$ cat config.mk
export PLATFORM = sky130hd
export DESIGN_NAME = integer_to_ascii_formatter_flat
export DESIGN_NICKNAME = d
export VERILOG_FILES = /design/src/i2a_pkg.sv /design/src/i2a_in_if.sv /design/src/i2a_out_if.sv /design/src/i2a_cell.sv /design/src/integer_to_ascii_formatter.sv /design/src/flat_wrapper.sv
export VERILOG_INCLUDE_DIRS = /design/src /design/src/src
export SDC_FILE = /design/constraint.sdc
export NUM_CORES = 1
export LEC_CHECK = 0
export ABC_CLOCK_PERIOD_IN_PS = 8700
export BUFFER_PORTS_ARGS = -buffer_cell sky130_fd_sc_hd__buf_2
export CAP_MARGIN = 15
export CORE_MARGIN = 1.5
export CORE_UTILIZATION = 45
export CTS_CLUSTER_SIZE = 30
export DETAILED_ROUTE_END_ITERATION = 16
export HOLD_SLACK_MARGIN = 0.1
export PLACE_DENSITY = 0.71
export SYNTH_ARGS = -nofsm -noshare
export SYNTH_HDL_FRONTEND = slang
export SYNTH_HIERARCHICAL = 1
export SYNTH_SLANG_ARGS = --single-unit
$ cat constraint.sdc
create_clock -name clk -period 8.7 [get_ports clk]
set_input_delay 0 -clock clk [delete_from_list [all_inputs] [get_ports clk]]
set_output_delay 0 -clock clk [all_outputs]
set_load 0.01 [all_outputs]
$ cat src/integer_to_ascii_formatter_defines.svh
// Assertion helpers for the integer to ASCII formatter.
`ifndef INTEGER_TO_ASCII_FORMATTER_DEFINES_SVH
`define INTEGER_TO_ASCII_FORMATTER_DEFINES_SVH

`ifndef SYNTHESIS
// Same-cycle implication, disabled while reset is held.
`define I2A_ASSERT_IMPL(label, clk, rst_n, ante, cons) \
  label: assert property (@(posedge clk) disable iff (!rst_n) (ante) |-> (cons)) \
    else $error("i2a assertion failed");
// Next-cycle implication, disabled while reset is held.
`define I2A_ASSERT_NEXT(label, clk, rst_n, ante, cons) \
  label: assert property (@(posedge clk) disable iff (!rst_n) (ante) |=> (cons)) \
    else $error("i2a assertion failed");
`else
`define I2A_ASSERT_IMPL(label, clk, rst_n, ante, cons)
`define I2A_ASSERT_NEXT(label, clk, rst_n, ante, cons)
`endif

`endif

$ cat src/i2a_pkg.sv
`default_nettype none

package i2a_pkg;

  localparam int OP_W      = 2;
  localparam int VALUE_W   = 64;
  localparam int CHAR_W    = 7;
  localparam int DIG_W     = 4;
  localparam int NUM_CELLS = 20;
  localparam int CNT_W     = 7;

  // first cell that receives a nibble when a hex number is loaded
  localparam int HEX64_BASE = NUM_CELLS - 16;
  localparam int HEX32_BASE = NUM_CELLS - 8;

  localparam logic [CNT_W-1:0] UDEC_BITS   = CNT_W'(64);
  localparam logic [CNT_W-1:0] SDEC_BITS   = CNT_W'(32);
  localparam logic [CNT_W-1:0] HEX64_DIGS  = CNT_W'(16);
  localparam logic [CNT_W-1:0] HEX32_DIGS  = CNT_W'(8);
  localparam logic [CNT_W-1:0] DEC_DIGS    = CNT_W'(NUM_CELLS);

  localparam logic [DIG_W-1:0] DEC_RADIX   = 4'd10;
  localparam logic [DIG_W-1:0] DABBLE_LIM  = 4'd5;
  localparam logic [DIG_W-1:0] DABBLE_ADD  = 4'd3;

  localparam logic [CHAR_W-1:0] CHAR_ZERO  = 7'h30;
  localparam logic [CHAR_W-1:0] CHAR_A     = 7'h41;
  localparam logic [CHAR_W-1:0] CHAR_MINUS = 7'h2D;
  localparam logic [CHAR_W-1:0] CHAR_X     = 7'h78;

  typedef enum logic [OP_W-1:0] {
    OP_UDEC  = 2'd0,
    OP_SDEC  = 2'd1,
    OP_HEX32 = 2'd2,
    OP_HEX64 = 2'd3
  } op_t;

  // per-cycle command to every cell of the digit row
  typedef struct packed {
    logic load;
    logic dabble;
    logic shift;
  } cell_ctl_t;

  function automatic logic [CHAR_W-1:0] digit_char(input logic [DIG_W-1:0] d);
    logic [CHAR_W-1:0] ch;
    if (d < DEC_RADIX) begin
      ch = CHAR_ZERO + {{(CHAR_W-DIG_W){1'b0}}, d};
    end else begin
      ch = CHAR_A + {{(CHAR_W-DIG_W){1'b0}}, d} - {{(CHAR_W-DIG_W){1'b0}}, DEC_RADIX};
    end
    return ch;
  endfunction

endpackage

`default_nettype wire

$ cat src/i2a_in_if.sv
`default_nettype none

interface i2a_in_if import i2a_pkg::*; ();
  logic                 valid;
  logic                 ready;
  logic [OP_W-1:0]      op;
  logic [VALUE_W-1:0]   value;

  modport source (output valid, output op, output value, input ready);
  modport sink   (input valid, input op, input value, output ready);
endinterface

`default_nettype wire

$ cat src/i2a_out_if.sv
`default_nettype none

interface i2a_out_if import i2a_pkg::*; ();
  logic                 valid;
  logic                 ready;
  logic [CHAR_W-1:0]    character;
  logic                 last;

  modport source (output valid, output character, output last, input ready);
  modport sink   (input valid, input character, input last, output ready);
endinterface

`default_nettype wire

$ cat src/i2a_cell.sv
`default_nettype none

// One digit of the row: load, shift-and-add-3 step, or hand the digit upward.
module i2a_cell import i2a_pkg::*; (
  input  wire logic             clk,
  input  wire cell_ctl_t        ctl,
  input  wire logic [DIG_W-1:0] load_digit,
  input  wire logic             bit_in,
  input  wire logic [DIG_W-1:0] nib_in,
  output logic      [DIG_W-1:0] digit,
  output logic                  carry_out
);

  logic [DIG_W-1:0] digit_r;
  logic [DIG_W-1:0] adj;

  // correct before the doubling so the digit stays decimal
  assign adj       = (digit_r >= DABBLE_LIM) ? (digit_r + DABBLE_ADD) : digit_r;
  assign carry_out = adj[DIG_W-1];
  assign digit     = digit_r;

  always_ff @(posedge clk) begin
    priority if (ctl.load) begin
      digit_r <= load_digit;
    end else if (ctl.dabble) begin
      digit_r <= {adj[DIG_W-2:0], bit_in};
    end else if (ctl.shift) begin
      digit_r <= nib_in;
    end else begin
      digit_r <= digit_r;
    end
  end

endmodule

`default_nettype wire

$ cat src/integer_to_ascii_formatter.sv
`default_nettype none
`include "integer_to_ascii_formatter_defines.svh"

// Integer to ASCII formatter. Takes one item {op, value} and returns its text one
// character per output item, most significant first, with last set on the final
// character. op selects unsigned 64-bit decimal (no leading zeros, a lone '0' for
// zero), signed 32-bit decimal (a '-' before the magnitude of a negative number),
// or hex of 32 or 64 bits ("0x" and 8 or 16 uppercase digits). The digits live in
// a row of twenty 4-bit cells. For decimal the binary value is fed into the bottom
// cell one bit a cycle and every cell performs a shift-and-add-3 step, passing its
// carry to the cell above, for each of the 64 bits (unsigned) or 32 bits (signed).
// Leading zeros then drop off the top at one cell a cycle, and each emitted digit
// is taken from the top cell while the row shifts up by one. Hex nibbles load
// straight into the top of the row. The input is taken only once the previous
// item's last character has been loaded into the output register; that register
// lets the next item start while it waits.
module integer_to_ascii_formatter import i2a_pkg::*; (
  input wire logic clk,
  input wire logic rst_n,
  i2a_in_if.sink   in_ch,
  i2a_out_if.source out_ch
);

  typedef enum logic [1:0] {
    S_IDLE,
    S_CONV,
    S_SKIP,
    S_EMIT
  } state_t;

  // character still owed before the digits
  typedef enum logic [1:0] {
    PFX_NONE,
    PFX_MINUS,
    PFX_ZERO,
    PFX_X
  } pfx_t;

  state_t             state_r;
  pfx_t               pfx_r;
  op_t                op_r;
  logic [VALUE_W-1:0] bin_r;
  logic [CNT_W-1:0]   cnt_r;
  logic               out_valid_r;
  logic [CHAR_W-1:0]  out_char_r;
  logic               out_last_r;

  cell_ctl_t          ctl;
  logic               accept;
  logic               can_load;
  op_t                in_op;
  logic [31:0]        low;
  logic [31:0]        mag;

  logic [DIG_W-1:0]   load_digit [NUM_CELLS];
  logic [DIG_W-1:0]   digit      [NUM_CELLS];
  logic               carry      [NUM_CELLS];
  logic [DIG_W-1:0]   top_digit;

  assign in_op     = op_t'(in_ch.op);
  assign low       = in_ch.value[31:0];
  // magnitude in 32-bit wrap-around, so the most negative value stays exact
  assign mag       = low[31] ? (~low + 32'd1) : low;
  assign in_ch.ready = (state_r == S_IDLE);
  assign accept    = in_ch.valid && in_ch.ready;
  assign can_load  = !out_valid_r || out_ch.ready;
  assign top_digit = digit[NUM_CELLS-1];

  assign out_ch.valid     = out_valid_r;
  assign out_ch.character = out_char_r;
  assign out_ch.last      = out_last_r;

  // drive the row: load on accept, dabble while converting, shift up on skip or emit
  always_comb begin
    ctl = '{load: 1'b0, dabble: 1'b0, shift: 1'b0};
    unique case (state_r)
      S_IDLE: ctl.load   = accept;
      S_CONV: ctl.dabble = 1'b1;
      S_SKIP: ctl.shift  = (top_digit == '0) && (cnt_r > CNT_W'(1));
      S_EMIT: ctl.shift  = can_load && (pfx_r == PFX_NONE);
      default: ctl = '{load: 1'b0, dabble: 1'b0, shift: 1'b0};
    endcase
  end

  genvar gi;
  generate
    for (gi = 0; gi < NUM_CELLS; gi++) begin : g_cell
      logic             bit_in;
      logic [DIG_W-1:0] nib_in;

      // hex nibbles sit top-aligned; decimal starts from an all-zero row
      if (gi >= HEX32_BASE) begin : g_ld32
        assign load_digit[gi] =
          (in_op == OP_HEX64) ? in_ch.value[DIG_W*(gi-HEX64_BASE) +: DIG_W] :
          (in_op == OP_HEX32) ? in_ch.value[DIG_W*(gi-HEX32_BASE) +: DIG_W] : '0;
      end else if (gi >= HEX64_BASE) begin : g_ld64
        assign load_digit[gi] = (in_op == OP_HEX64) ?
                                in_ch.value[DIG_W*(gi-HEX64_BASE) +: DIG_W] : '0;
      end else begin : g_ld0
        assign load_digit[gi] = '0;
      end

      if (gi == 0) begin : g_bottom
        assign bit_in = bin_r[VALUE_W-1];
        assign nib_in = '0;
      end else begin : g_link
        assign bit_in = carry[gi-1];
        assign nib_in = digit[gi-1];
      end

      i2a_cell u_cell (
        .clk        (clk),
        .ctl        (ctl),
        .load_digit (load_digit[gi]),
        .bit_in     (bit_in),
        .nib_in     (nib_in),
        .digit      (digit[gi]),
        .carry_out  (carry[gi])
      );
    end
  endgenerate

  always_ff @(posedge clk) begin
    if (!rst_n) begin
      state_r     <= S_IDLE;
      pfx_r       <= PFX_NONE;
      out_valid_r <= 1'b0;
    end else begin
      // drop the output once taken, unless a new character replaces it below
      if (out_ch.ready && !((state_r == S_EMIT) && can_load)) begin
        out_valid_r <= 1'b0;
      end

      unique case (state_r)
        S_IDLE: begin
          if (accept) begin
            op_r <= in_op;
            unique case (in_op)
              OP_UDEC: begin
                bin_r   <= in_ch.value;
                cnt_r   <= UDEC_BITS;
                pfx_r   <= PFX_NONE;
                state_r <= S_CONV;
              end
              OP_SDEC: begin
                // magnitude in the upper half so only 32 steps are needed
                bin_r   <= {mag, 32'h0};
                cnt_r   <= SDEC_BITS;
                pfx_r   <= low[31] ? PFX_MINUS : PFX_NONE;
                state_r <= S_CONV;
              end
              OP_HEX32: begin
                cnt_r   <= HEX32_DIGS;
                pfx_r   <= PFX_ZERO;
                state_r <= S_EMIT;
              end
              OP_HEX64: begin
                cnt_r   <= HEX64_DIGS;
                pfx_r   <= PFX_ZERO;
                state_r <= S_EMIT;
              end
              default: state_r <= S_IDLE;
            endcase
          end
        end

        S_CONV: begin
          bin_r <= {bin_r[VALUE_W-2:0], 1'b0};
          if (cnt_r == CNT_W'(1)) begin
            cnt_r   <= DEC_DIGS;
            state_r <= S_SKIP;
          end else begin
            cnt_r <= cnt_r - CNT_W'(1);
          end
        end

        S_SKIP: begin
          // hold at least one digit so zero prints as '0'
          if ((top_digit == '0) && (cnt_r > CNT_W'(1))) begin
            cnt_r <= cnt_r - CNT_W'(1);
          end else begin
            state_r <= S_EMIT;
          end
        end

        S_EMIT: begin
          if (can_load) begin
            out_valid_r <= 1'b1;
            out_last_r  <= 1'b0;
            unique case (pfx_r)
              PFX_ZERO: begin
                out_char_r <= CHAR_ZERO;
                pfx_r      <= PFX_X;
              end
              PFX_X: begin
                out_char_r <= CHAR_X;
                pfx_r      <= PFX_NONE;
              end
              PFX_MINUS: begin
                out_char_r <= CHAR_MINUS;
                pfx_r      <= PFX_NONE;
              end
              PFX_NONE: begin
                out_char_r <= digit_char(top_digit);
                cnt_r      <= cnt_r - CNT_W'(1);
                if (cnt_r == CNT_W'(1)) begin
                  out_last_r <= 1'b1;
                  state_r    <= S_IDLE;
                end
              end
              default: pfx_r <= PFX_NONE;
            endcase
          end
        end

        default: state_r <= S_IDLE;
      endcase
    end
  end

  // a waiting character stays put until it is taken
  `I2A_ASSERT_NEXT(a_out_hold, clk, rst_n, out_valid_r && !out_ch.ready,
                   out_valid_r && $stable(out_char_r) && $stable(out_last_r))
  // decimal digits leaving the top cell are always 0..9
  `I2A_ASSERT_IMPL(a_dec_digit, clk, rst_n,
                   (state_r == S_EMIT) && (pfx_r == PFX_NONE) &&
                   ((op_r == OP_UDEC) || (op_r == OP_SDEC)),
                   top_digit < DEC_RADIX)
  // never emit with no digits left
  `I2A_ASSERT_IMPL(a_emit_cnt, clk, rst_n, state_r == S_EMIT, cnt_r != '0)
  // an accepted item always leaves idle
  `I2A_ASSERT_NEXT(a_accept_busy, clk, rst_n, accept, state_r != S_IDLE)

endmodule

`default_nettype wire
$ cat src/flat_wrapper.sv
// flat-port wrapper written by rule: the top's interface ports become plain ports
module integer_to_ascii_formatter_flat import i2a_pkg::*;
  (clk, rst_n, in_ch_valid, in_ch_op, in_ch_value, in_ch_ready, out_ch_valid, out_ch_character, out_ch_last, out_ch_ready);
  i2a_in_if in_ch_i ();
  i2a_out_if out_ch_i ();
  input wire logic clk;
  input wire logic rst_n;
  input wire logic [$bits(in_ch_i.valid)-1:0] in_ch_valid;
  input wire logic [$bits(in_ch_i.op)-1:0] in_ch_op;
  input wire logic [$bits(in_ch_i.value)-1:0] in_ch_value;
  output wire logic [$bits(in_ch_i.ready)-1:0] in_ch_ready;
  output wire logic [$bits(out_ch_i.valid)-1:0] out_ch_valid;
  output wire logic [$bits(out_ch_i.character)-1:0] out_ch_character;
  output wire logic [$bits(out_ch_i.last)-1:0] out_ch_last;
  input wire logic [$bits(out_ch_i.ready)-1:0] out_ch_ready;
  assign in_ch_i.valid = in_ch_valid;
  assign in_ch_i.op = in_ch_op;
  assign in_ch_i.value = in_ch_value;
  assign in_ch_ready = in_ch_i.ready;
  assign out_ch_valid = out_ch_i.valid;
  assign out_ch_character = out_ch_i.character;
  assign out_ch_last = out_ch_i.last;
  assign out_ch_i.ready = out_ch_ready;
  integer_to_ascii_formatter u_core (.clk(clk), .rst_n(rst_n), .in_ch(in_ch_i), .out_ch(out_ch_i));
endmodule
==> qor.csv <==
metric,value,unit
CTS buffer count,17,
starting DRC count in detailed routing,1148,
"most common cell after layout, fill and taps aside",nand2_1,
fin nets,1560,
R2R Path End,u_core/g_cell[11].u_cell/digit[2],
Syn Inst Count,1338,
ANT cells,0,
Placement Rows,59,
DP Area,12690,µm²
Comb power frac,0.461,
fillcell total,2353,
crit path time final,3.552,ns
Final Cycle Share,0.4083,
post-route ant nets,0,
first-pass GRT wire length,51.76,mm
First-pass DRT Iterations,5,
# hold bufs at CTS,73,
crit path max fanout,102,
largest net degree at the start of global routing,103,
crit path kind,reg -> reg,
global placer's final weighted congestion,0.8306,
Net Sw Frac,0.4123,
Syn Area/Cell,9.065,µm²
Port Buffers,79,
final std cells w/o fill,1790,
Syn-to-layout area delta,15.77,%
static leakage,5.467,nW
placed insts,1685,
die area,27950,µm²
max_cap viols,0,
final wirelength,32.07,mm
Clock Latency Late Sink,0.44,ns
unrepaired setup endpoints after global routing,false,
# resized after CTS,0,
setup bufs post-CTS,0,
R2R setup slack,5.15,ns
clock share of power,0.174,
endpoints failing setup,0,
PD cells,328.2,nW/µm²
Seq pwr share,0.365,
via count,10450,
FMAX,281.5,MHz
maximum VDD drop,0.1690,mV
post-DR vias/cell,5.837,
total number of clock tree sinks,164,
worst setup path start,u_core/state_r[1],
Sw Pwr,0.001900,W
status,finished clean,
number of H-tree levels,4,
vias in the first global route,9848,
fin. max-slew vios,0,
CTS tree,done,
clk buf depth,2,
area of the core,26280,µm²
critical path startpoint category,flop,
Hold Path Class,in -> reg,
Fin Setup TNS,0,ns
IO Count,80,
worst r2r path cells,7,
"worst slack, placed",5.230,ns
clock skew,0.01163,ns
drc violations,0,
initial antenna violation count,1,
CTS root buf,clkbuf_16,
Critical Path End,u_core/g_cell[11].u_cell/digit[2],
grt total ovfl,0,
layout cells sized above 1,0.1079,
WP data arrival,3.73,ns
most frequent cells in the layout,"nand2_1, edfxtp_1, o21ai_0, buf_2, mux2i_1",
CP required,8.88,ns
Design Power,0.004608,W
Synthesis Warnings,6,
Final WS setup,5.148,ns
Wirelength per Cell,17.91,µm
Post-Syn Area,12130,µm²
Final HPWL DP,20.25,mm
final instance area,14040,µm²
Critical Path Sink Type,flop,
Starting Density,0.4615,
die width,167.2,µm
worst r2r src,u_core/state_r[1],
die height,167.2,µm
Final Hold Viols,0,
"Reg clk slew, reported paths",0.08,ns
relative slew slack,0.3381,
P_int,0.002709,W
overall global routing resource usage,0.2320,
pin slew with the least headroom to its limit,0.9928,ns
power groups by stage:
stage | Combinational [W] | Clock (W) | Sequential [W]
after floorplan | 0.00168 | 0 | 0.00158
after global placement | 0.00197 | 0 | 0.00168
after detailed placement | 0.00205 | 0 | 0.00169
after CTS | 0.00211 | 0.000809 | 0.00167
after global routing | 0.00240 | 0.000843 | 0.00173
final | 0.00212 | 0.000803 | 0.00168
sequential cells by signal, indices dropped and copies added (netlist names):
name	cells
u_core/g_cell.u_cell/digit	80
u_core/out_ch.character	7
u_core/pfx_r	2
u_core/bin_r	64
u_core/state_r	2
u_core/out_ch.last	1
u_core/out_ch.valid	1
u_core/cnt_r	7
critical path: stages (launching register included):
cell and delay (ns):
dfxtp_1 0.35, inv_1 0.12, ha_1 0.29, and2_4 0.48
buf_4 0.72, buf_4 0.81, nor2b_1 0.13, a221o_1 0.33
how the worst min path moves through the flow:
| stage | start | endpoint | slack, ns | depth (start not counted) |
|---|---|---|---|---|
| finish | in_ch_value[17] | u_core/bin_r[17] | 0.13 | 3 |
| global route | in_ch_valid | u_core/state_r[0] | 0.17 | 4 |
| CTS | in_ch_valid | u_core/pfx_r[1] | 0.11 | 5 |
| detailed placement | rst_n | u_core/pfx_r[0] | 0.31 | 2 |
| global placement | out_ch_ready | u_core/out_ch.valid | 0.31 | 4 |
| floorplan | rst_n | u_core/state_r[1] | 0.13 | 1 |
layer usage:
metal  share of wire  vias up  track usage
met5               0        -            0
met4           0.013        0      0.06071
met3           0.064       32      0.04420
met2            0.46      366       0.3737
met1            0.46     4984       0.3213
li1                -     5067            -
metrics by stage:
stage	utilization	hold WS, ns
global placement	0.4830	0.3067
floorplan	-	0.1341
finish	0.5343	0.1296
detailed placement	0.4830	0.3092
global route	0.5343	0.1656
CTS	0.5343	0.1134
layout make-up:
class	count	area, µm²	area share
multi-input combinational	1041	6719	0.4785
sequential	164	4875	0.3471
timing repair buffer	162	1201	0.08554
clock buffer	19	452.9	0.03226
tap	335	419.2	0.02985
inverter	56	210.2	0.01497
clock inverter	13	165.2	0.01176
(Power assumes the default switching activity.)
